`src/rtl/core/kvi_pkg.sv`:
```
// Package for the keyframe vector interpolator: constants and shared types.
package kvi_pkg;

  localparam int MAX_KEYS_DEF = 64;
  localparam int CNT_W        = 7;
  localparam int SLOT_W       = 6;
  localparam int VAL_W        = 32;
  localparam int FAC_W        = 17;
  localparam int ONE_FACTOR   = 65536;

  localparam logic MODE_LOAD  = 1'b0;
  localparam logic MODE_QUERY = 1'b1;

  // One key as held by a cell.
  typedef struct packed {
    logic [VAL_W-1:0] t;
    logic [VAL_W-1:0] x;
    logic [VAL_W-1:0] y;
    logic [VAL_W-1:0] z;
  } key_t;

  // Load request broadcast along the chain.
  typedef struct packed {
    logic              we;
    logic [SLOT_W-1:0] slot;
    key_t              key;
  } load_t;

endpackage

```
`src/rtl/core/kvi_lerp.sv`:
```
// One lerp component: start + round(delta * factor / 65536), product registered.
module kvi_lerp (
  input  logic                      clk,
  input  logic [kvi_pkg::VAL_W-1:0] s_val,
  input  logic [kvi_pkg::VAL_W-1:0] e_val,
  input  logic [kvi_pkg::FAC_W-1:0] factor,
  output logic [kvi_pkg::VAL_W-1:0] res
);

  logic signed [32:0] delta;
  logic signed [50:0] prod_r;
  logic signed [50:0] rnd;

  assign delta = 33'(signed'(e_val)) - 33'(signed'(s_val));

  always_ff @(posedge clk) begin
    prod_r <= 51'(delta) * 51'(signed'({1'b0, factor}));
  end

  assign rnd = prod_r + 51'sd32768;
  assign res = s_val + rnd[47:16];

endmodule

```
`config.mk`:
```
export PLATFORM = sky130hd
export DESIGN_NAME = kvi_lerp
export DESIGN_NICKNAME = d
export VERILOG_FILES = /design/src/rtl/core/kvi_pkg.sv /design/src/rtl/core/kvi_lerp.sv
export SDC_FILE = /design/constraint.sdc
export NUM_CORES = 2
export LEC_CHECK = 0
export ABC_AREA = 0
export BUFFER_PORTS_ARGS = -buffer_cell sky130_fd_sc_hd__buf_2
export CAP_MARGIN = 10
export CORE_UTILIZATION = 50
export DETAILED_ROUTE_END_ITERATION = 7
export GPL_ROUTABILITY_DRIVEN = 0
export GPL_TIMING_DRIVEN = 0
export PLACE_DENSITY_LB_ADDON = 0.15
export SLEW_MARGIN = 10
export SYNTH_ARGS = -nofsm -noshare
export SYNTH_HDL_FRONTEND = slang
export SYNTH_SLANG_ARGS = --single-unit
```
`constraint.sdc`:
```
create_clock -name clk -period 10.2 [get_ports clk]
set_input_delay 0.51 -clock clk [delete_from_list [all_inputs] [get_ports clk]]
set_output_delay 0.51 -clock clk [all_outputs]
set_load 0.03 [all_outputs]
```
# --- Word level (Yosys, flattened, before mapping) ---
# Cells that the tools add are included.
word_totals:
  ff_bits: 48
  out_inout_bits: 32
  word_cells: 5
  inputBits: 82
op_classes:
  n_addsub: 3
  multipliers: 1
op_table:
  columns: ["op", "count"]
  rows:
  - ["adder 48 x 17 -> 48 bit (second input constant)", 1]
  - ["multiplier 33 x 18 -> 48 bit", 1]
  - ["subtractor 32 x 32 -> 33 bit", 1]
  - ["adder 32 bit", 1]

# --- Depth between registers and ports, before layout ---
logic_depth:
  ltp_word: 2
  depth_mapped: 38

# --- Worst setup path before layout ---
# Ideal clock, no wire load.
synth_path:
  path_kind: "in2reg"
  start: "input e_val[0] (netlist name)"
  end: "register prod_r[47]"
  stages: 35
  path_buffers: 1
  setup_time_ns: 0.130
  setup_slack_ns: 1.671
  t_arrival_ns: 8.400
  path_cell_list: "inv_1 ha_1 inv_1 fa_1 a211o_1 a21oi_1 o31ai_1 o21a_1 nor2_1 nand2b_1 nand2b_1 a21oi_1 xnor2_1 clkbuf_1 nand2_1 fa_1 fa_1 fa_1 fa_1 inv_1 fa_1 inv_1 fa_1 inv_1 ha_1 a21o_1 a21oi_1 nor2_1 a211oi_4 a41oi_4 a21o_1 a221oi_2 o31ai_2 a31oi_1 xnor3_1"
synth_between:
  elab_chain_cells: 2
synth_rtl:
  columns: ["item", "line_no", "source"]
  rows:
  - ["from (decl)", "kvi_lerp.sv:5", "input logic [kvi_pkg::VAL_W-1:0] e_val,"]
  - ["subtractor 32 x 32 -> 33 bit", "kvi_lerp.sv:14", "assign delta = 33'(signed'(e_val)) - 33'(signed'(s_val));"]
  - ["multiplier 33 x 18 -> 48 bit", "kvi_lerp.sv:17", "prod_r <= 51'(delta) * 51'(signed'({1'b0, factor}));"]
  - ["to (signal assigned)", "kvi_lerp.sv:17", null]
  - ["to (decl)", "kvi_lerp.sv:11", "logic signed [50:0] prod_r;"]
# No other way between the ends.

# --- Worst setup path in the final report ---
# Same ends and word-level chain as after synthesis.

==> results by group <==
Outcome
  • Status: completed

Clocking
  • CTS tree: done
  • H-tree depth: 2
  • Clock buffer depth: 2
  • CTS Buf Count: 5
  • Setup Fix Bufs, Post-CTS: 0
  • Clock root buffer: clkbuf_16
  • CTS sink count: 33
  • Worst-path clk slew: 50 ps
  • Hold-fix buffers, CTS: 0

Setup path
  • CP Class: input pin to register
  • Most used cell, CP: fa_1
  • Crit end category: register
  • Required @ worst endpoint: 10,370 ps
  • Worst path max stage delay: 580 ps
  • Crit path buffers/inverters: 7
  • Slowest cell on crit path: fa_1
  • CP delay by family, top: adder cells
  • Worst Path Arrival: 9900 ps
  • Worst-path maximum fanout: 10
  • Crit start category: input pin

Logic synthesis
  • Syn_area_per_cell: 8.65 um2
  • Mapped Area: 0.0227 mm2
  • Ys flop type: dfxtp_1
  • EDFF count, synth: 0
  • Synth async-reset ratio: 0
  • Mapped Nets: 3,400
  • Share of the synthesized area in the top cell type: 0.454
  • Count leader, synth: inv_1
  • Sequential area share after synthesis: 0.0291
  • Commonest cells in the netlist: inv_1, fa_1, nand2_1
  • Synth cell types: 71
  • Synth area leaders: fa_1, inv_1, ha_1
  • Synth Instances: 2,628
  • Yosys warns: 0
  • Area leader, netlist: fa_1
  • #FFs+latches synth: 33

STA
  • Worst Hold Slack: 820 ps
  • Final Critical Period: 9730 ps
  • Max Slew Vio Count: 0
  • Achievable clock frequency: 103 MHz
  • Slew @ Worst Pin: 1100 ps
  • Endpoints failing setup: 0
  • RSZ-0062 raised after global routing: false
  • Post-route setup slack: 467 ps
  • Max-slew headroom: 0.267
  • Final critical-path share of the clock period: 0.954
  • Final hold vios: 0

Floorplan
  • Row count: 77
  • I/O pin count: 114
  • Core area: 0.0445 mm2
  • Die width: 215 um
  • Initial Util: 0.511
  • Die ar.: 0.0463 mm2
  • Die height: 215 um

Drt
  • Routed length per instance: 19.6 um
  • Vias per cell: 5.32
  • Post-Route WL: 65,500 um
  • DRC: 0
  • TritonRoute pass-1 iters: 5
  • Antenna viol nets, final: 0
  • Initial DRC count: 1,171
  • Vias: 17,800

Finish
  • Max reg flops: 33
  • Share of cells above drive strength 1: 0.0579
  • Largest regs: prod_r: 33 flops
  • Non-filler instance count after layout: 3,342
  • Nets: 3,518
  • Top reg by flops: prod_r
  • Final instance area: 0.0243 mm2
  • Area grow syn2layout: 6.88%

Place
  • Pre-CTS setup slack: -172 ps
  • Area post-placement: 0.0240 mm2
  • DP Wirelength: 55,800 um
  • IO Port Bufs: 111
  • Dpl cells: 3,331

Flow run
  • MaxCap Viol Count: 0

Global route
  • GR Overflow Total: 0
  • GRT Total Usage: 0.297
  • Vias in the first global route: 19,300
  • Largest net degree at the start of global routing: 13
  • First-pass GRT wire length: 105,000 um
  • Initial antenna violation count: 2

Worst hold path
  • Worst hold path class: input pin to register
  • Worst Hold Launch: factor[16]
  • Worst hold path stage count: 3
  • Hold EP: prod_r[47]$_DFF_P_
==> metrics by stage <==
| stage | utilization | TNS (ps) |
|---|---|---|
| global route | 0.546 | 0 |
| global placement | 0.540 | -74.1 |
| CTS | 0.544 | 0 |
| floorplan | - | 0 |
| finish | 0.546 | 0 |
| detailed placement | 0.540 | -172 |
==> layer usage <==
layer / GRT usage / wire [um] / share of wire / vias up
met5: 0 / 12 / 0.00018 / -
met4: 0.103 / 2440 / 0.037 / 2
met3: 0.0531 / 4630 / 0.071 / 126
met2: 0.516 / 32300 / 0.49 / 615
met1: 0.372 / 26100 / 0.40 / 9003
li1: - / - / - / 8040
==> worst max path at each step <==
stage,cells after the start,startpoint,to
floorplan,35,e_val[0],prod_r[47]$_DFF_P_
global placement,36,e_val[0],prod_r[47]$_DFF_P_
detailed placement,35,e_val[0],prod_r[47]$_DFF_P_
CTS,35,e_val[0],prod_r[47]$_DFF_P_
global route,36,e_val[0],prod_r[47]$_DFF_P_
finish,36,e_val[0],prod_r[47]$_DFF_P_
==> logic make-up (layout without fill, tap and decap cells) <==
family	count (synthesis)	count (layout)	share of synthesized area
other	0	3	0
XOR/XNOR	120	120	0.0472
AO/OA/AOI/OAI	236	236	0.0717
AND/OR/NAND/NOR	794	794	0.177
flip-flops	33	33	0.0291
buffers and inverters	754	873	0.125
adder cells (fa/ha/maj)	690	690	0.550
multiplexers	1	1	0.000440
==> worst min-delay path, stage by stage <==
cell and delay [ps]:
buf_2 170, nand2_1 140, xnor3_1 250
==> layout make-up <==
cell class	instances	area [um2]
timing repair buffer	111	556
clock inverter	3	46.3
inverter	664	2490
tap	592	741
fill	4238	20200
multi-input combinational	1841	19300
antenna	3	7.51
sequential	33	661
clock buffer	5	125
buffer	90	349
==> cells in the final DEF (no fill, tap or decap), types with 9 or more instances in the layout <==
cell	netlist	layout
clkbuf_1	83	80
xnor2_1	90	82
o21bai_1	12	12
inv_1	664	664
a21o_1	37	37
nand2_1	311	311
and2_1	267	267
xnor2_2	1	9
nand2b_1	10	10
ha_1	174	174
a21oi_1	74	73
nor3_1	25	25
xor2_1	28	27
fa_1	516	516
and3_1	31	31
dfxtp_1	33	33
nor2b_1	21	21
nor2_1	62	61
nand3_1	34	34
o21a_1	24	24
nand4_1	10	10
buf_2	6	117
o21ai_0	29	29
==> what timing repair did <==
action	in CTS	in global routing
setup endpoints to repair	0	3
resized for setup	0	17
endpoints found under the hold margin	0	0
Power is left out: the tool's default activity adds up to more than one toggle a clock period on the data nets, which glitch-free logic cannot reach.
