--- src/rtl/core/kvi_pkg.sv ---
// Package for the keyframe vector interpolator: constants and shared types.
package kvi_pkg;

  localparam int MAX_KEYS_DEF = 64;
  localparam int CNT_W        = 7;
  localparam int SLOT_W       = 6;
  localparam int VAL_W        = 32;
  localparam int FAC_W        = 17;
  localparam int ONE_FACTOR   = 65536;

  localparam logic MODE_LOAD  = 1'b0;
  localparam logic MODE_QUERY = 1'b1;

  // One key as held by a cell.
  typedef struct packed {
    logic [VAL_W-1:0] t;
    logic [VAL_W-1:0] x;
    logic [VAL_W-1:0] y;
    logic [VAL_W-1:0] z;
  } key_t;

  // Load request broadcast along the chain.
  typedef struct packed {
    logic              we;
    logic [SLOT_W-1:0] slot;
    key_t              key;
  } load_t;

endpackage

--- src/rtl/core/kvi_cell.sv ---
// One key cell: holds a key and passes its neighbor's key down the rotate chain.
module kvi_cell #(
  parameter int IDX_W = 6,
  parameter int MY_IDX = 0
) (
  input  logic        clk,
  input  logic        load_we,
  input  logic [IDX_W-1:0] load_idx,
  input  kvi_pkg::key_t    load_key,
  input  logic        shift_en,
  input  logic        rot_sel,
  input  kvi_pkg::key_t    next_key,
  output kvi_pkg::key_t    key_q
);

  kvi_pkg::key_t key_r;
  kvi_pkg::key_t key_nxt;

  always_comb begin
    key_nxt = key_r;
    if (load_we && (load_idx == IDX_W'(MY_IDX))) begin
      key_nxt = load_key;
    end else if (shift_en && rot_sel) begin
      key_nxt = next_key;
    end
  end

  always_ff @(posedge clk) begin
    key_r <= key_nxt;
  end

  assign key_q = key_r;

endmodule

--- config.mk ---
export PLATFORM = sky130hd
export DESIGN_NAME = kvi_cell
export DESIGN_NICKNAME = d
export VERILOG_FILES = /design/src/rtl/core/kvi_pkg.sv /design/src/rtl/core/kvi_cell.sv
export SDC_FILE = /design/constraint.sdc
export NUM_CORES = 1
export LEC_CHECK = 0
export BUFFER_PORTS_ARGS = -buffer_cell sky130_fd_sc_hd__buf_2
export CAP_MARGIN = 20
export CORE_AREA = 2 2 154 156
export CTS_BUF_LIST = sky130_fd_sc_hd__clkbuf_4
export DETAILED_ROUTE_END_ITERATION = 8
export DIE_AREA = 0 0 156 158
export GPL_TIMING_DRIVEN = 1
export PLACE_DENSITY_LB_ADDON = 0.3
export SKIP_CTS_REPAIR_TIMING = 1
export SLEW_MARGIN = 10
export SYNTH_ARGS = -nofsm -noshare
export SYNTH_HDL_FRONTEND = slang
export SYNTH_SLANG_ARGS = --single-unit
--- constraint.sdc ---
create_clock -name clk -period 7 [get_ports clk]
set_clock_uncertainty 0.15 [all_clocks]
set_input_delay 0.35 -clock clk [delete_from_list [all_inputs] [get_ports clk]]
set_output_delay 0.35 -clock clk [all_outputs]
set_load 0.01 [all_outputs]
==> flow_metrics.env, run 1 <==
export IMPL_lastStage="5_1_grt"
export IMPL_cts_sinks=128
export IMPL_dieWidth_um=156
export IMPL_grt_max_degree=80
export IMPL_synth_nets=541
export IMPL_io_buffer_count=393
export IMPL_error_line="[ERROR RSZ-0060] Max buffer count reached."
export IMPL_die_y_um=158
export IMPL_cts_buffer_depth=2
export IMPL_cts_root_buffer_cell="clkbuf_4"
export IMPL_dp_hpwl_um=11700
export IMPL_cts_buffers=17
export IMPL_syn_area_per_cell_um2=21.3
export IMPL_rows=56
export IMPL_place_congestion=0.742
export IMPL_yosysWarningCount=0
export IMPL_synth_simple_area_share=0.00385
export IMPL_synth_area_um2=5860
export IMPL_muxShareOfSynthArea=0.316
export IMPL_synthAdderAreaFrac=0
export IMPL_synth_distinct_cells=11
export IMPL_synth_compound_area_frac=0
export IMPL_start_util=0.254
export IMPL_synth_seq_area_share=0.656
export IMPL_io_pins=394
export IMPL_cts_max_level=4
export IMPL_synth_seq_cells=128
export IMPL_synthCells=275
export IMPL_synth_xor_area_frac=0
export IMPL_synth_top_family_by_area="multiplexers"
export IMPL_outcome="did not finish"
-- logic make-up after synthesis --
family | after synthesis
buf+inv | 14
mux | 128
flops | 128
simple gates | 5
-- cells in the mapped netlist --
library cell	number	area, um2
mux2_2	19	214
edfxtp_1	128	3840
nand2_1	2	7.51
nor2_1	1	3.75
nand3_1	1	5.00
nor4_1	1	6.26
buf_6	11	124
mux2_4	109	1640
buf_2	1	5.00
clkbuf_1	1	3.75
buf_4	1	7.51
-- through the flow --
step                      area, um2  hold slack (ns)  setup slack [ns]  utilization  std cells
after floorplan                5860            0.417              2.50            -        275
after global placement         8090            0.501              3.76        0.351        947
after detailed placement       8090            0.503              3.60        0.351        947
after CTS                      8440           -0.120              4.23        0.366        979
==> inputs of run 2 (changes only) <==
--- a/config.mk
+++ b/config.mk
@@ -7,12 +7,11 @@
 export LEC_CHECK = 0
 export BUFFER_PORTS_ARGS = -buffer_cell sky130_fd_sc_hd__buf_2
 export CAP_MARGIN = 20
-export CORE_AREA = 2 2 154 156
-export CTS_BUF_LIST = sky130_fd_sc_hd__clkbuf_4
+export CORE_AREA = 2 2 152 154
 export DETAILED_ROUTE_END_ITERATION = 8
-export DIE_AREA = 0 0 156 158
+export DIE_AREA = 0 0 154 156
 export GPL_TIMING_DRIVEN = 1
-export PLACE_DENSITY_LB_ADDON = 0.3
+export PLACE_DENSITY_LB_ADDON = 0.15
 export SKIP_CTS_REPAIR_TIMING = 1
 export SLEW_MARGIN = 10
 export SYNTH_ARGS = -nofsm -noshare
==> flow_metrics.env, run 2 <==
export IMPL_outcome="complete, no violations"
export IMPL_critical_path_top_delay_family="simple AND/OR/NAND/NOR gates"
export IMPL_place_congestion=0.790
export IMPL_yosys_most_used_dff="edfxtp_1"
export IMPL_synthCells=275
export IMPL_synth_distinct_cells=11
export IMPL_synth_area_um2=5860
export IMPL_area_delta_synth_final_pct=47.2
export IMPL_drt_wirelength_per_cell_um=17.3
export IMPL_rsz0062_at_grt="false"
export IMPL_mostFrequentLayoutCells="buf_2 (393), edfxtp_1 (128), mux2_4 (109), mux2_2 (19), clkbuf_16 (17)"
export IMPL_drtIter0Drc=175
export IMPL_synth_seq_area_share=0.656
export IMPL_vdd_drop_max_uv=132
export IMPL_drt_wl_total_um=16800
export IMPL_period_share=0.528
export IMPL_die_y_um=156
export IMPL_track_usage=0.133
export IMPL_synth_edf_count=128
export IMPL_io_buffer_count=393
export IMPL_dieArea_um2=24000
export IMPL_placed_area_um2=8080
export IMPL_maxSlewHeadroom=0.382
export IMPL_fmax_ghz=0.271
export IMPL_synth_common_cells="edfxtp_1 (128), mux2_4 (109), mux2_2 (19)"
export IMPL_synth_area_top_cells="edfxtp_1 (66%), mux2_4 (28%), mux2_2 (3.7%), buf_6 (2.1%), buf_4 (0.13%)"
export IMPL_cts_buffers=17
export IMPL_dp_hpwl_um=13100
export IMPL_synth_most_common_cell="edfxtp_1"
export IMPL_grt_max_degree=67
export IMPL_io_pins=394
export IMPL_cts_root_buffer_cell="clkbuf_16"
export IMPL_grt_pass1_vias=4246
export IMPL_cts_buffer_depth=2
export IMPL_setup_viol=0
export IMPL_power_density_nw_per_um2=228
export IMPL_cts_tree="done"
export IMPL_grt_pass1_wl_um=23500
export IMPL_synth_nets=541
export IMPL_synth_top_cell_by_area="edfxtp_1"
export IMPL_cp_end_kind="register"
export IMPL_final_cells=974
export IMPL_crit_arrival_ns=3.57
export IMPL_final_min_clock_period_ns=3.70
export IMPL_dpl_worst_slack_ns=2.78
export IMPL_cts_sinks=128
export IMPL_async_reset_ff_frac=0
export IMPL_ant_nets=0
export IMPL_slew_viol_final=0
export IMPL_cp_num_buf_inv=2
export IMPL_critical_path_cell_chain="buf_2 -> nor4_1 -> nand3_4 -> nand2_4 -> buf_4"
export IMPL_synthDominantCellAreaShare=0.656
export IMPL_finalHoldViolCount=0
export IMPL_dieWidth_um=154
export IMPL_start_util=0.262
export IMPL_yosysWarningCount=0
export IMPL_worst_pin_slew_ns=0.927
export IMPL_firstDrtPassIters=4
export IMPL_clk_pin_slew_ns=0.07
export IMPL_dpl_cell_count=942
export IMPL_synth_seq_cells=128
export IMPL_syn_area_per_cell_um2=21.3
export IMPL_drc=0
export IMPL_rows=55
export IMPL_final_common_cell="buf_2"
export IMPL_vias=4018
export IMPL_coreArea_um2=22400
export IMPL_p_leak_nw=4.16
export IMPL_critical_path_slowest_cell="nand2_4"
export IMPL_start_kind="input port"
export IMPL_crit_fanout=66
export IMPL_hold_path_class="in -> reg"
export IMPL_final_area_um2=8620
export IMPL_vias_per_cell=4.13
export IMPL_antenna_cells=0
export IMPL_cts_max_level=4
export IMPL_critPathRequiredTime_ns=6.88
export IMPL_overflow=0
export IMPL_crit_type="in -> reg"
export IMPL_final_nets=942
export IMPL_power_mw=1.97
export IMPL_antenna_found_initial=1
export IMPL_largest_register_ffs=128
export IMPL_fin_ws_ns=3.30
export IMPL_drive_above_1_share=0.807
export IMPL_tns_ns=0
export IMPL_timing_max_cap_violations=0
export IMPL_slowest_delay_ns=0.99
==> run 2: cell counts after synthesis <==
No cell type changed its count.
==> run 2: layout make-up <==
| class | instances | area (um2) |
|---|---|---|
| Tap cell | 285 | 357 |
| Multi-Input combinational cell | 133 | 1890 |
| Timing Repair Buffer | 396 | 1990 |
| Clock buffer | 18 | 429 |
| Fill cell | 2124 | 13700 |
| Sequential cell | 128 | 3840 |
| Clock inverter | 14 | 109 |
==> run 2: report_power, final <==
group / total (mW) / internal, mW / switching [mW] / leakage (nW)
clock: 0.808 / 0.457 / 0.351 / 0.251
sequential: 0.920 / 0.907 / 0.0128 / 1.20
combinational: 0.242 / 0.136 / 0.106 / 2.70
total: 1.97 / 1.50 / 0.470 / 4.16
==> run 2: metrics by stage <==
step,hold slack (ns),utilization
after floorplan,0.417,-
after CTS,0.0570,0.385
after global routing,0.0616,0.385
after detailed placement,0.504,0.361
after global placement,0.500,0.361
final,0.0818,0.385
==> run 2: logic make-up after synthesis <==
group | Yosys count | share of synthesized area
buffers and inverters | 14 | 0.0239
flip-flops | 128 | 0.656
multiplexers | 128 | 0.316
AND/OR/NAND/NOR | 5 | 0.00385
==> run 2: path summary, 6_finish.rpt <==
path,endpoint,slack (ns),cells after the start,start
worst max-delay path,key_q[121]$_DFFE_PP_,3.30,5,load_idx[1]
worst min-delay path,key_q[68]$_DFFE_PP_,0.08,2,load_key[68]
==> run 2: per-layer routing <==
layer  up-vias  track usage  wire (um)
li1       1888            -          -
met1      1879        0.127       5750
met2       237        0.251       9090
met3        14       0.0633       1760
met4         0       0.0441        244
met5         -            0          0
Power figures use the tool's default switching activity.
==> inputs of run 3 (changes only) <==
==> constraint.sdc (replaced) <==
create_clock -name clk -period 3.5 [get_ports clk]
set_clock_uncertainty 0.15 [all_clocks]
set_input_delay 0.175 -clock clk [delete_from_list [all_inputs] [get_ports clk]]
set_output_delay 0.175 -clock clk [all_outputs]
set_load 0.01 [all_outputs]
==> flow_metrics.env, run 3 <==
export IMPL_outcome="did not finish"
export IMPL_lastStage="5_1_grt"
export IMPL_error_line="[ERROR RSZ-0060] Max buffer count reached."
export IMPL_yosys_most_used_dff="edfxtp_1"
export IMPL_io_pins=394
export IMPL_synth_distinct_cells=11
export IMPL_dpl_cell_count=944
export IMPL_place_congestion=0.752
export IMPL_cts_root_buffer_cell="clkbuf_16"
export IMPL_synth_area_um2=5860
export IMPL_yosysWarningCount=0
export IMPL_cts_sinks=128
export IMPL_cts_buffers=17
export IMPL_synth_most_common_cell="edfxtp_1"
export IMPL_synth_area_top_cells="edfxtp_1 (66%), mux2_4 (28%), mux2_2 (3.7%), buf_6 (2.1%), buf_4 (0.13%)"
export IMPL_cts_max_level=4
export IMPL_synthCells=275
export IMPL_rows=55
export IMPL_async_reset_ff_frac=0
export IMPL_syn_area_per_cell_um2=21.3
export IMPL_synth_common_cells="edfxtp_1 (128), mux2_4 (109), mux2_2 (19)"
export IMPL_io_buffer_count=393
export IMPL_cts_buffer_depth=2
export IMPL_placed_area_um2=8130
export IMPL_synth_seq_cells=128
export IMPL_synth_top_cell_by_area="edfxtp_1"
export IMPL_dieWidth_um=154
export IMPL_synthDominantCellAreaShare=0.656
export IMPL_start_util=0.262
export IMPL_synth_nets=541
export IMPL_dp_hpwl_um=12500
export IMPL_grt_max_degree=129
export IMPL_synth_edf_count=128
export IMPL_synth_seq_area_share=0.656
export IMPL_die_y_um=156
run 3: cell counts after synthesis:
No cell type changed its count.
run 3: cell families after synthesis:
| logic type | after synthesis | synth area share |
|---|---|---|
| flip-flops | 128 | 0.656 |
| multiplexers | 128 | 0.316 |
| buffers and inverters | 14 | 0.0239 |
| AND/OR/NAND/NOR | 5 | 0.00385 |
run 3: stage by stage:
step	util	worst slack (ns)
after global placement	0.364	1.31
after floorplan	-	0.463
after detailed placement	0.364	1.25
after CTS	0.391	1.69
