### src/rtl/core/kvi_pkg.sv
// Package for the keyframe vector interpolator: constants and shared types.
package kvi_pkg;

  localparam int MAX_KEYS_DEF = 64;
  localparam int CNT_W        = 7;
  localparam int SLOT_W       = 6;
  localparam int VAL_W        = 32;
  localparam int FAC_W        = 17;
  localparam int ONE_FACTOR   = 65536;

  localparam logic MODE_LOAD  = 1'b0;
  localparam logic MODE_QUERY = 1'b1;

  // One key as held by a cell.
  typedef struct packed {
    logic [VAL_W-1:0] t;
    logic [VAL_W-1:0] x;
    logic [VAL_W-1:0] y;
    logic [VAL_W-1:0] z;
  } key_t;

  // Load request broadcast along the chain.
  typedef struct packed {
    logic              we;
    logic [SLOT_W-1:0] slot;
    key_t              key;
  } load_t;

endpackage

### src/rtl/core/kvi_div.sv
// Restoring divider producing a 17-bit quotient of (num << 16) / den, one bit a cycle.
module kvi_div (
  input  logic                      clk,
  input  logic                      rst_n,
  input  logic                      start,
  input  logic [kvi_pkg::VAL_W-1:0] num,
  input  logic [kvi_pkg::VAL_W-1:0] den,
  output logic                      done,
  output logic [kvi_pkg::FAC_W-1:0] quo
);

  localparam int RW = kvi_pkg::VAL_W + 1;
  localparam int STEPS = 48;
  localparam int SW = $clog2(STEPS + 1);

  logic [RW-1:0]  rem_r, rem_nxt;
  logic [47:0]    dvd_r, dvd_nxt;
  logic [kvi_pkg::FAC_W-1:0] quo_r, quo_nxt;
  logic [SW-1:0]  cnt_r, cnt_nxt;
  logic           busy_r, busy_nxt;
  logic           done_r, done_nxt;
  logic [RW-1:0]  trial;

  always_comb begin
    rem_nxt  = rem_r;
    dvd_nxt  = dvd_r;
    quo_nxt  = quo_r;
    cnt_nxt  = cnt_r;
    busy_nxt = busy_r;
    done_nxt = 1'b0;
    trial    = {rem_r[RW-2:0], dvd_r[47]};
    if (start) begin
      rem_nxt  = '0;
      dvd_nxt  = {num, 16'd0};
      quo_nxt  = '0;
      cnt_nxt  = '0;
      busy_nxt = 1'b1;
    end else if (busy_r) begin
      dvd_nxt = {dvd_r[46:0], 1'b0};
      if (trial >= {1'b0, den}) begin
        rem_nxt = trial - {1'b0, den};
        quo_nxt = {quo_r[kvi_pkg::FAC_W-2:0], 1'b1};
      end else begin
        rem_nxt = trial;
        quo_nxt = {quo_r[kvi_pkg::FAC_W-2:0], 1'b0};
      end
      cnt_nxt = cnt_r + SW'(1);
      if (cnt_r == SW'(STEPS - 1)) begin
        busy_nxt = 1'b0;
        done_nxt = 1'b1;
      end
    end
  end

  always_ff @(posedge clk) begin
    if (!rst_n) begin
      busy_r <= 1'b0;
      done_r <= 1'b0;
      cnt_r  <= '0;
    end else begin
      busy_r <= busy_nxt;
      done_r <= done_nxt;
      cnt_r  <= cnt_nxt;
    end
    rem_r <= rem_nxt;
    dvd_r <= dvd_nxt;
    quo_r <= quo_nxt;
  end

  assign done = done_r;
  assign quo  = quo_r;

endmodule

### config.mk
export PLATFORM = sky130hd
export DESIGN_NAME = kvi_div
export DESIGN_NICKNAME = d
export VERILOG_FILES = /design/src/rtl/core/kvi_pkg.sv /design/src/rtl/core/kvi_div.sv
export SDC_FILE = /design/constraint.sdc
export NUM_CORES = 1
export LEC_CHECK = 0
export BUFFER_PORTS_ARGS = -buffer_cell sky130_fd_sc_hd__buf_2
export CAP_MARGIN = 20
export CORE_ASPECT_RATIO = 1.25
export CORE_MARGIN = 3
export CORE_UTILIZATION = 52
export DETAILED_ROUTE_END_ITERATION = 10
export PLACE_DENSITY = 0.81
export SLEW_MARGIN = 15
export SYNTH_ARGS = -nofsm -noshare
export SYNTH_HDL_FRONTEND = slang
export SYNTH_SLANG_ARGS = --single-unit
### constraint.sdc
create_clock -name clk -period 2.6 [get_ports clk]
set_input_delay 0.26 -clock clk [delete_from_list [all_inputs] [get_ports clk]]
set_output_delay 0.26 -clock clk [all_outputs]
set_load 0.005 [all_outputs]
# Yosys cells after proc, flatten, opt, wreduce, memory -nomap -nowiden

Cells that the tools add are included.

Register bits after elaboration: 89
Input port bits: 67
Output and inout bits: 18
Logic and storage cells: 23

$add $sub $neg: 2
Order comparisons: 1
Equality and inequality tests: 1
Multiplexer cells: 8
Bitwise gates (word level): 2
Reduce and logical (&&, ||, !) cells: 3

Operators with widths:

| operator                                                       | count |
|---|---|
| 48-bit 2-to-1 mux                                              | 2 |
| 33-bit by 32-bit greater-or-equal comparator with 1-bit output | 1 |
| 32-bit 2-to-1 mux                                              | 1 |
| 32-bit subtractor                                              | 1 |
| 6-bit by 1-bit adder with 6-bit output, second input constant  | 1 |
| 6-bit equality test, second input constant                     | 1 |
| 1-bit 2-to-1 mux                                               | 5 |
| 3-bit OR reduction                                             | 1 |
| 1-bit inverter                                                 | 2 |
| 2-bit nonzero test                                             | 1 |
| 2-bit OR reduction                                             | 1 |

# Logic depth before layout (Yosys ltp)

Gate-level depths: netlist of run 1.

Word-level depth: 4
Mapped depth: 14
Gate-level depth less buffers: 12

# Least setup slack after synthesis of run 1

No wires, ideal clock.

Path kind: reg-to-reg
Start point: reg rem_r[9]
End point: reg rem_r[0]
Setup time: 79 ps
Data arrival time: 2,550 ps
Data required time: 2,521 ps
Slack: -29 ps
Cell stages (with the launch flop): 13
Buffers on the path: 2
Clock period less this slack: 2,629 ps
Cells stage by stage: dfxtp_1 ha_1 buf_2 nand4_2 or3_1 a21oi_2 a211oi_2 o211ai_2 a21oi_2 o211ai_2 buf_6 mux2_1 a211oi_2

Cells in the longest elaborated chain, start to end: 2

Ends and longest elaborated chain:

| what                                                           | line          | text |
|---|---|---|
| start: declaration                                             | kvi_div.sv:16 | `logic [RW-1:0] rem_r, rem_nxt;` |
| start signal: assignment                                       | kvi_div.sv:65 | `rem_r <= rem_nxt;` |
| 33-bit by 32-bit greater-or-equal comparator with 1-bit output | kvi_div.sv:40 | `if (trial >= {1'b0, den}) begin` |
| 32-bit 2-to-1 mux                                              | kvi_div.sv:40 |  |

Every way passes these cells.
A chain may end at the register's enable or synchronous reset.

# Worst setup path after layout of run 1

Start point: reg dvd_r[47]
End point: reg rem_r[0]

Cells in the longest elaborated chain, start to end: 2
Elaborated cells between the ends (all ways): 3
Those cells by class: 1 x add/sub; 1 x order compare; 1 x mux

Ends and longest elaborated chain:

| what                                                                                                       | line                         | text |
|---|---|---|
| start: declaration                                                                                         | kvi_div.sv:17                | `logic [47:0] dvd_r, dvd_nxt;` |
| start signal: assignment                                                                                   | kvi_div.sv:66                | `dvd_r <= dvd_nxt;` |
| 32-bit subtractor / 33-bit by 32-bit greater-or-equal comparator with 1-bit output (equally long branches) | kvi_div.sv:41, kvi_div.sv:40 |  |
| 32-bit 2-to-1 mux (*)                                                                                      | kvi_div.sv:40                |  |

Every way passes the cells marked *; elsewhere a longest branch is shown, timed or not.

==> results.tsv, run 1 <==
metric	value	unit
synth.area.top_cells	dfxtp_1 (21%), edfxtp_1 (17%), mux2i_1 (8.1%), ha_1 (7.5%), mux2_2 (6.3%)	
vias	5058	
dr.pass1.iters	6	
drtAntennaViolNets	0	
crit_buf_inv	4	
slew_viol_final	0	
violations	setup timing	
setup_slack	-0.0831	ns
antenna_found_initial	0	
wl_per_cell	17.1	um
placed_cell_area	6560	um2
yosysMostFrequentCell	nor2_1	
crit_path_start_kind	register	
combPwrFrac	0.270	
final_area	7270	um2
cp_top_family	compound AO/OA/AOI/OAI gates	
fin_crit_sh	1.03	
port_buffers	84	
cts_sinks	89	
fin_nets	850	
crit_chain	inv_2 > ha_4 > buf_6 > nor2b_4 > o2111ai_2 > buf_4 > a21oi_2 > a211oi_2 > o211ai_2 > a21oi_2 > o211ai_4 > buf_12 > mux2_4 > a211oi_2	
leakagePower	3.10	nW
r2r_cells	14	
ios	85	
max_freq	0.373	GHz
synthCells	597	
drt_iter0_drc	324	
cts-root-buf	clkbuf_16	
cts_tree	built	
ctsLongestPathBuffers	2	
clock_latency	0.34	ns
synthArstFlopShare	0	
critPathSlowestCell	edfxtp_1	
synth-edff-count	32	
diodes	0	
internal_power	2.70	mW
power_density	528	nW/um2
hold_violations	0	
hold_ws	0.176	ns
routed_wl	15.1	mm
hold_depth	2	
route.detailed.drc	0	
status	finished with violations	
hold_path_class	in2reg	
core	10300	um2
drive_above_1_share	0.370	
worstSetupPathType	reg2reg	
syn-num-nets	698	
cp.required	2.84	ns
synthToLayoutAreaGrowth	31.4	%
ys_ff_latch	89	
finalSetupViolCount	24	
finalPower	3.84	mW
grt_pass1_wl	23.5	mm
die_w	98.3	um
first_global_vias	5091	
cp.depth	14	
period_minus_slack	2.68	ns
dieArea	11900	um2
via_per_inst	5.73	
synth_area_per_cell	9.27	um2
grt_max_degree	46	
drv_cap	0	
synth-seq-area-share	0.380	
worstMarginPinSlew	0.551	ns
cpPeakStageDelay	0.37	ns
seq_power_share	0.417	
dp_hpwl	10.4	mm
synth_commonest_cells	nor2_1 (74), dfxtp_1 (57), mux2i_1 (45)	
rows	41	
gp_congestion	0.950	
grt_overflow	0	
clockPowerShare	0.313	
cts_buffers	9	
track_usage	0.240	
rsz0062_at_grt	yes	
synth_top_area_share	0.206	
ctsHtreeMaxLevel	3	
syn_area	5530	um2
cp-end-kind	register	
yosys.area.top_type	dfxtp_1	
critPathMaxFanout	7	
swShare	0.296	
post-place-cells	859	
stdcell_count	883	
ys.flop_type	dfxtp_1	
fin_worst_skew	0.00703	ns
p_switching	1.14	mW
fill_cells	757	
crit_arrival	2.93	ns
cts.reportedPaths.clkPinSlew	0.06	ns
yosysUniqueCellTypes	54	
yosys_warnings	0	
floorplan.initialDensity	0.539	
vdd_drop_max	456	uV
die_h	121	um
maxSlewHeadroom	0.633	
power groups by stage:
stage / combinational [mW] / clock (mW) / sequential, mW
after global placement: 0.868 / 0 / 1.62
after floorplan: 0.579 / 0 / 1.61
after global routing: 1.13 / 1.27 / 1.61
after detailed placement: 0.899 / 0 / 1.62
final: 1.04 / 1.20 / 1.60
after CTS: 0.924 / 1.21 / 1.59
worst paths after layout:
kind,start,slack [ns],endpoint
worst min-delay path,rst_n,0.18,busy_r
worst max register to register,dvd_r[47],-0.08,rem_r[0]
worst min register to register,rem_r[28],0.49,rem_r[28]
worst max-delay path,dvd_r[47],-0.08,rem_r[0]
final cells by class:
class                   instances  area (um2)  area share
inverters                      41         154      0.0212
flip-flops and latches         89        2110       0.291
clock inverters                 7        45.0     0.00620
repair buffers                170        1130       0.156
multi-input cells             438        3430       0.473
well taps                     129         161      0.0222
clock buffers                   9         225      0.0310
per-layer routing:
layer / wire (um) / track usage / vias up
met2: 7900 / 0.435 / 186
met1: 5910 / 0.280 / 2395
met5: 0 / 0 / -
met4: 447 / 0.0769 / 0
met3: 850 / 0.0546 / 39
li1: - / - / 2438
layout by cell type (no fill, tap or decap), types with 8 or more instances in the layout:
master     count
buf_2         84
buf_4         78
nor2_1        72
dfxtp_1       50
mux2i_1       42
inv_1         39
nand2_1       39
edfxtp_1      32
mux2_2        31
a21oi_1       28
ha_1          22
xnor2_1       18
o21ai_0       17
a211oi_1      15
o21ai_1       14
xor2_1        14
a21o_1        10
clkbuf_16     10
nand3_1        9
a21oi_2        9
a211oi_2       9
ha_4           9
nand4_1        8
state kept, by name, indices dropped and copies added, names as in the netlist:
name / count
busy_r: 1
cnt_r: 6
done: 1
dvd_r: 32
quo: 17
rem_r: 32
kinds of logic after synthesis:
group	after synthesis	share of synthesized area
buf+inv	70	0.0570
fa+ha+maj	34	0.0783
simple gates	159	0.126
compound gates	135	0.160
flops	89	0.380
mux	77	0.147
xor+xnor	33	0.0523
metrics by stage:
step	TNS (ns)	worst slack, ns	util
6_report	-0.522	-0.0831	0.708
5_1_grt	-6.17	-0.259	0.708
4_1_cts	-0.0163	-0.0163	0.672
3_5_place_dp	-3.01	-0.205	0.639
3_3_place_gp	-0.775	-0.150	0.639
2_1_floorplan	0	0.00921	-
what timing repair did:
action	CTS	global route
hold buffers	0	0
setup buffers	1	6
setup endpoints to repair	24	32
resized for setup	15	53
pin swaps	10	41
cloned	0	1
No activity file was read; power rests on OpenSTA's default activity.
==> run 2, diff against run 1 <==
--- a/config.mk
+++ b/config.mk
@@ -7,11 +7,14 @@
 export LEC_CHECK = 0
 export BUFFER_PORTS_ARGS = -buffer_cell sky130_fd_sc_hd__buf_2
 export CAP_MARGIN = 20
+export CELL_PAD_IN_SITES_DETAIL_PLACEMENT = 1
+export CELL_PAD_IN_SITES_GLOBAL_PLACEMENT = 1
 export CORE_ASPECT_RATIO = 1.25
 export CORE_MARGIN = 3
-export CORE_UTILIZATION = 52
+export CORE_UTILIZATION = 40
 export DETAILED_ROUTE_END_ITERATION = 10
 export PLACE_DENSITY = 0.81
+export SKIP_LAST_GASP = 1
 export SLEW_MARGIN = 15
 export SYNTH_ARGS = -nofsm -noshare
 export SYNTH_HDL_FRONTEND = slang
==> run 2 against run 1 <==
  * The flow still finishes with violations (setup timing)
  * Sequential share of layout area shrank 0.79 points
  * Via count is 3.3% higher
  * Largest power group unchanged
  * Global-route usage decreased by 1.8 points
==> results.tsv, run 2 (same netlist as run 1, synthesis figures left out) <==
metric	value	unit	change
ctsHtreeMaxLevel	3		unchanged
cts_sinks	89		unchanged
fin_nets	846		-0.47%
cts_buffers	9		unchanged
combPwrFrac	0.278		+0.008
swShare	0.308		+0.0113
via_per_inst	5.67		-0.98%
leakagePower	3.11	nW	+0.33%
clockPowerShare	0.328		+0.015
crit_path_start_kind	register		
vdd_drop_max	439	uV	-3.7%
cts_tree	built		
worstSetupStartpoint	rem_r[1]		
hold_violations	0		unchanged
setup_slack	-0.229	ns	-0.145 ns
period_minus_slack	2.83	ns	+0.145 ns
dp_hpwl	11.8	mm	+14%
clock_latency	0.35	ns	about the same
die_h	137	um	+13%
routed_wl	19.4	mm	+28%
maxSlewHeadroom	0.437		-0.196
mostFrequentLayoutCells	buf_2 (84), nor2_1 (73), buf_4 (73)		
dr.pass1.iters	5		-1
r2r-start	rem_r[1]		
synthToLayoutAreaGrowth	35.3	%	
dieArea	15300	um2	+28%
diodes	0		unchanged
cp.required	2.82	ns	-0.02 ns
drt_iter0_drc	207		-36%
grt_pass1_wl	27.2	mm	+16%
slew_viol_final	0		unchanged
seq_power_share	0.393		-0.024
violations	setup timing		
gp_congestion	0.821		-14%
drtAntennaViolNets	0		unchanged
first_global_vias	5382		+5.7%
critPathMaxFanout	10		+3
core	13400	um2	+31%
drive_above_1_share	0.391		+0.0206
hold_path_class	in2reg		
postCtsHoldBufs	0		unchanged
grt_overflow	0		unchanged
wl_per_cell	21.0	um	+23%
drv_cap	0		unchanged
ios	85		unchanged
worstSetupPathType	reg2reg		
rsz0062_at_grt	yes		
ctsLongestPathBuffers	2		unchanged
hp-start	rst_n		
worstMarginPinSlew	0.842	ns	+0.291 ns
final_common_cell	buf_2		
rows	47		+15%
fin_crit_sh	1.09		+0.0559
power_density	546	nW/um2	+3.4%
die_w	111	um	+13%
fin_worst_skew	0.0110	ns	+0.00402 ns
max_freq	0.354	GHz	-5.1%
route.detailed.drc	0		unchanged
cts.reportedPaths.clkPinSlew	0.07	ns	about the same
tns	-5.23	ns	-4.71 ns
p_switching	1.26	mW	+11%
status	finished with violations		
cts-root-buf	clkbuf_16		
finalPower	4.09	mW	+6.5%
antenna_found_initial	0		unchanged
track_usage	0.222		-0.0184
floorplan.initialDensity	0.413		-0.127
internal_power	2.83	mW	+4.8%
crit_arrival	3.05	ns	+0.12 ns
finalSetupViolCount	32		+33%
grt_max_degree	60		+30%
vias	5224		+3.3%
port_buffers	84		unchanged
cp-end-kind	register		
[run 2: final timing paths]
path | end | cells after the start | slack [ns]
max | rem_r[26] | 12 | -0.23
min reg2reg | rem_r[30] | 2 | 0.49
max reg2reg | rem_r[26] | 12 | -0.23
min | busy_r | 2 | 0.15
[run 2: stage by stage]
stage                     setup slack [ns]  hold WS, ns  area [um2]   util  cells
after floorplan                    0.00921        0.388        5540      -    597
after global placement              -0.166        0.454        6550  0.488    892
after detailed placement            -0.238        0.477        6550  0.488    892
after CTS                          -0.0715        0.143        7090  0.529    914
after global routing                -0.329        0.177        7480  0.558    921
final                               -0.229        0.148        7480  0.558    921
[run 2: repair_timing]
action                     4_1_cts  5_1_grt
hold endpoints to repair         0        0
setup buffers                    5        7
setup endpoints to repair       32       33
gates cloned                     1        1
gates resized for setup         32       70
pin swaps                       17       34
[run 2: final cells by class]
type	count	area (um2)
Timing Repair Buffer	166	1110
Multi-Input combinational cell	438	3590
Sequential cell	89	2110
Clock buffer	10	229
Clock inverter	6	65.1
Tap cell	171	214
Fill cell	1539	5920
Inverter	41	154
[run 2: worst max-delay path, stage by stage, from the launching register on]
cell and delay (ns):
dfxtp_1 0.36, ha_1 0.46, o2111ai_2 0.19, buf_6 0.16, a21oi_4 0.16, a211oi_4 0.06
o211ai_2 0.22, a21oi_2 0.11, o211ai_4 0.25, buf_12 0.18, buf_8 0.17, mux2i_2 0.26
a211oi_1 0.10
[run 2: routing by layer]
metal	vias up	routed length [um]	GRT usage
met4	0	967	0.0953
met3	71	847	0.0400
met5	-	0	0
li1	2426	-	-
met1	2564	7150	0.234
met2	163	10400	0.430
[run 2: power by group through the flow]
stage	clock network, mW	logic, mW	registers, mW
final	1.34	1.14	1.61
after global routing	1.42	1.22	1.62
after CTS	1.37	0.969	1.60
after detailed placement	0	0.896	1.63
after global placement	0	0.862	1.62
after floorplan	0	0.579	1.61
==> run 3, diff against run 2 <==
--- a/config.mk
+++ b/config.mk
@@ -11,9 +11,11 @@
 export CELL_PAD_IN_SITES_GLOBAL_PLACEMENT = 1
 export CORE_ASPECT_RATIO = 1.25
 export CORE_MARGIN = 3
-export CORE_UTILIZATION = 40
+export CORE_UTILIZATION = 41
+export CTS_BUF_LIST = sky130_fd_sc_hd__clkbuf_4
 export DETAILED_ROUTE_END_ITERATION = 10
-export PLACE_DENSITY = 0.81
+export PLACE_DENSITY = 0.83
+export RECOVER_POWER = 100
 export SKIP_LAST_GASP = 1
 export SLEW_MARGIN = 15
 export SYNTH_ARGS = -nofsm -noshare
==> run 3 against run 2 <==
  * The run still ends with setup timing left
  * Hold slack worse by 0.11 ns
  * Cell count is 0.43% higher
  * Design area is 3.6% lower
  * Largest cell class unchanged
  * Wire length is 4.3% lower
  * Highest routed layer unchanged
  * Worst setup slack better by 0.037 ns
  * Critical path type unchanged
  * Maximum frequency is 1.3% higher
  * Core utilization is 0.11 points lower
  * Critical endpoint is now rem_r[6]
  * Combinational power is 5% lower
  * Register-to-register slack better by 0.04 ns
  * Critical path depth is 1 higher
  * Die area is 2.3% lower
  * Via count is 0.71% higher
==> results.tsv, run 3 (same netlist as run 1, synthesis figures left out) <==
metric	value	unit	change
vias	5261		+0.71%
rsz0062_at_grt	yes		
clock_latency	0.47	ns	+0.12 ns
cts_tree	built		
dr.pass1.iters	6		+1
first_global_vias	5802		+7.8%
dp_hpwl	12.1	mm	+2.5%
cts-root-buf	clkbuf_4		
slew_viol_final	0		unchanged
seq_power_share	0.446		+0.053
worstSetupStartpoint	rem_r[15]		
fin_crit_sh	1.07		-0.0143
tns	-3.32	ns	+1.91 ns
gp_congestion	0.895		+9.0%
p_switching	1.17	mW	-7.0%
placed_cell_area	6590	um2	+0.63%
status	finished with violations		
drive_above_1_share	0.342		-0.0485
hold_path_class	in2reg		
final_area	7210	um2	-3.6%
grt_max_degree	57		-5.0%
cts.reportedPaths.clkPinSlew	0.16	ns	+0.09 ns
cp.required	2.91	ns	+0.09 ns
dieArea	14900	um2	-2.3%
core	12900	um2	-3.4%
cp-end-kind	register		
fill_cells	1509		-1.9%
final_common_cell	buf_4		
grt_overflow	0		unchanged
grt_pass1_wl	28.7	mm	+5.4%
crit_buf_inv	3		unchanged
crit_top_cell	buf_12		
port_buffers	84		unchanged
crit_arrival	3.10	ns	+0.05 ns
fin_worst_skew	0.0367	ns	+0.0257 ns
power_density	497	nW/um2	-9.1%
die_h	136	um	-1.2%
drt_iter0_drc	259		+25%
drv_cap	0		unchanged
drtAntennaViolNets	0		unchanged
vdd_drop_max	324	uV	-26%
diodes	0		unchanged
postCtsHoldBufs	0		unchanged
ctsLongestPathBuffers	2		unchanged
r2r_cells	13		+1
leakagePower	3.04	nW	-2.2%
route.detailed.drc	0		unchanged
reg2reg_slack	-0.19	ns	+0.04 ns
cts_sinks	89		unchanged
wl_per_cell	20.0	um	-4.7%
cp.depth	13		+1
rows	46		-2.1%
violations	setup timing		
synthToLayoutAreaGrowth	30.4	%	
finalPower	3.58	mW	-12%
dpl_worst_slack	-0.345	ns	-0.106 ns
clockPowerShare	0.251		-0.077
r2r-start	rem_r[15]		
cpPeakStageDelay	0.38	ns	-0.08 ns
reg2reg_to	rem_r[6]		
ios	85		unchanged
mostFrequentLayoutCells	buf_4 (76), nor2_1 (72), buf_2 (72)		
via_per_inst	5.69		+0.27%
crit_chain	ha_1 > and3_1 > nand4_1 > nor3_2 > buf_4 > a31oi_1 > o21ai_0 > nand2_1 > o211ai_4 > buf_12 > buf_12 > mux2i_1 > a211oi_1		
period_minus_slack	2.79	ns	-0.0373 ns
swShare	0.327		+0.0189
cp_top_family	simple AND/OR/NAND/NOR gates		
multi_input_area	3410	um2	-5.2%
critPathSlowestCell	ha_1		
track_usage	0.245		+0.0234
ctsHtreeMaxLevel	3		unchanged
worstSetupPathType	reg2reg		
floorplan.initialDensity	0.427		+0.0146
fin_nets	853		+0.83%
regArea	2110	um2	-0.36%
internal_power	2.41	mW	-15%
finalSetupViolCount	32		unchanged
hold_violations	0		unchanged
max_freq	0.358	GHz	+1.3%
cts_buffers	9		unchanged
antenna_found_initial	0		unchanged
crit_path_start_kind	register		
die_w	110	um	-1.2%
endpoint	rem_r[6]		
worstMarginPinSlew	1.19	ns	+0.352 ns
critPathMaxFanout	6		-4
maxSlewHeadroom	0.205		-0.232
setup_slack	-0.191	ns	+0.0373 ns
combPwrFrac	0.303		+0.025
routed_wl	18.5	mm	-4.3%
## run 3: cell types whose count changed in the layout (fill, tap and decap cells not counted), sizes merged
cell	previous run	this run
clkinvlp	2	1
buf	165	158
clkinv	1	0
bufinv	1	2
inv	43	45
clkbuf	11	24
## run 3: final cells by class
class / instances / area share
timing repair buffer: 173 / 0.163
inverter: 41 / 0.0213
clock buffer: 9 / 0.00937
multi-input combinational: 438 / 0.473
sequential: 89 / 0.292
tap: 168 / 0.0291
clock inverter: 7 / 0.0125
## run 3: worst min path at each step
stage / startpoint / to / slack [ns] / depth (start not counted)
global placement: rem_r[31] / rem_r[31] / 0.46 / 2
finish: rst_n / busy_r / 0.04 / 2
CTS: rst_n / busy_r / 0.009 / 2
detailed placement: rem_r[30] / rem_r[30] / 0.47 / 2
global route: rst_n / busy_r / 0.02 / 2
floorplan: rst_n / busy_r / 0.39 / 1
## run 3: what timing repair did
action                                  CTS  global route
pin swaps                                23            20
buffers inserted                          8             3
resized for setup                        45            19
endpoints found under the setup margin   32            33
cloned                                    3             0
hold endpoints to repair                  0             0
## run 3: metrics by stage
step | cells | hold WS, ns | util
finish | 925 | 0.0424 | 0.557
global route | 925 | 0.0210 | 0.557
CTS | 922 | 0.00934 | 0.550
detailed placement | 895 | 0.474 | 0.509
global placement | 895 | 0.455 | 0.509
floorplan | 597 | 0.388 | -
## run 3: worst reg2reg max path, cell delays in order, from the launching register on
cell      delay [ns]
dfxtp_1         0.36
ha_1            0.38
and3_1          0.25
nand4_1         0.16
nor3_2          0.25
buf_4           0.15
a31oi_1         0.08
o21ai_0         0.11
nand2_1         0.12
o211ai_4        0.12
buf_12          0.18
buf_12          0.15
mux2i_1         0.24
a211oi_1        0.10
## run 3: power groups by stage
stage	Clock [mW]	Sequential, mW	Combinational [mW]
2_1_floorplan	0	1.61	0.579
3_3_place_gp	0	1.62	0.869
3_5_place_dp	0	1.62	0.920
4_1_cts	0.915	1.60	1.01
5_1_grt	0.975	1.61	1.17
6_report	0.900	1.60	1.08
## run 3: metal layers
| metal | part of all wire | GRT usage | up-vias | wire length (um) |
|---|---|---|---|---|
| li1 | - | - | 2442 | - |
| met1 | 0.35 | 0.259 | 2508 | 6550 |
| met2 | 0.52 | 0.445 | 226 | 9690 |
| met3 | 0.064 | 0.0475 | 85 | 1180 |
| met4 | 0.060 | 0.136 | 0 | 1120 |
| met5 | 0 | 0 | - | 0 |
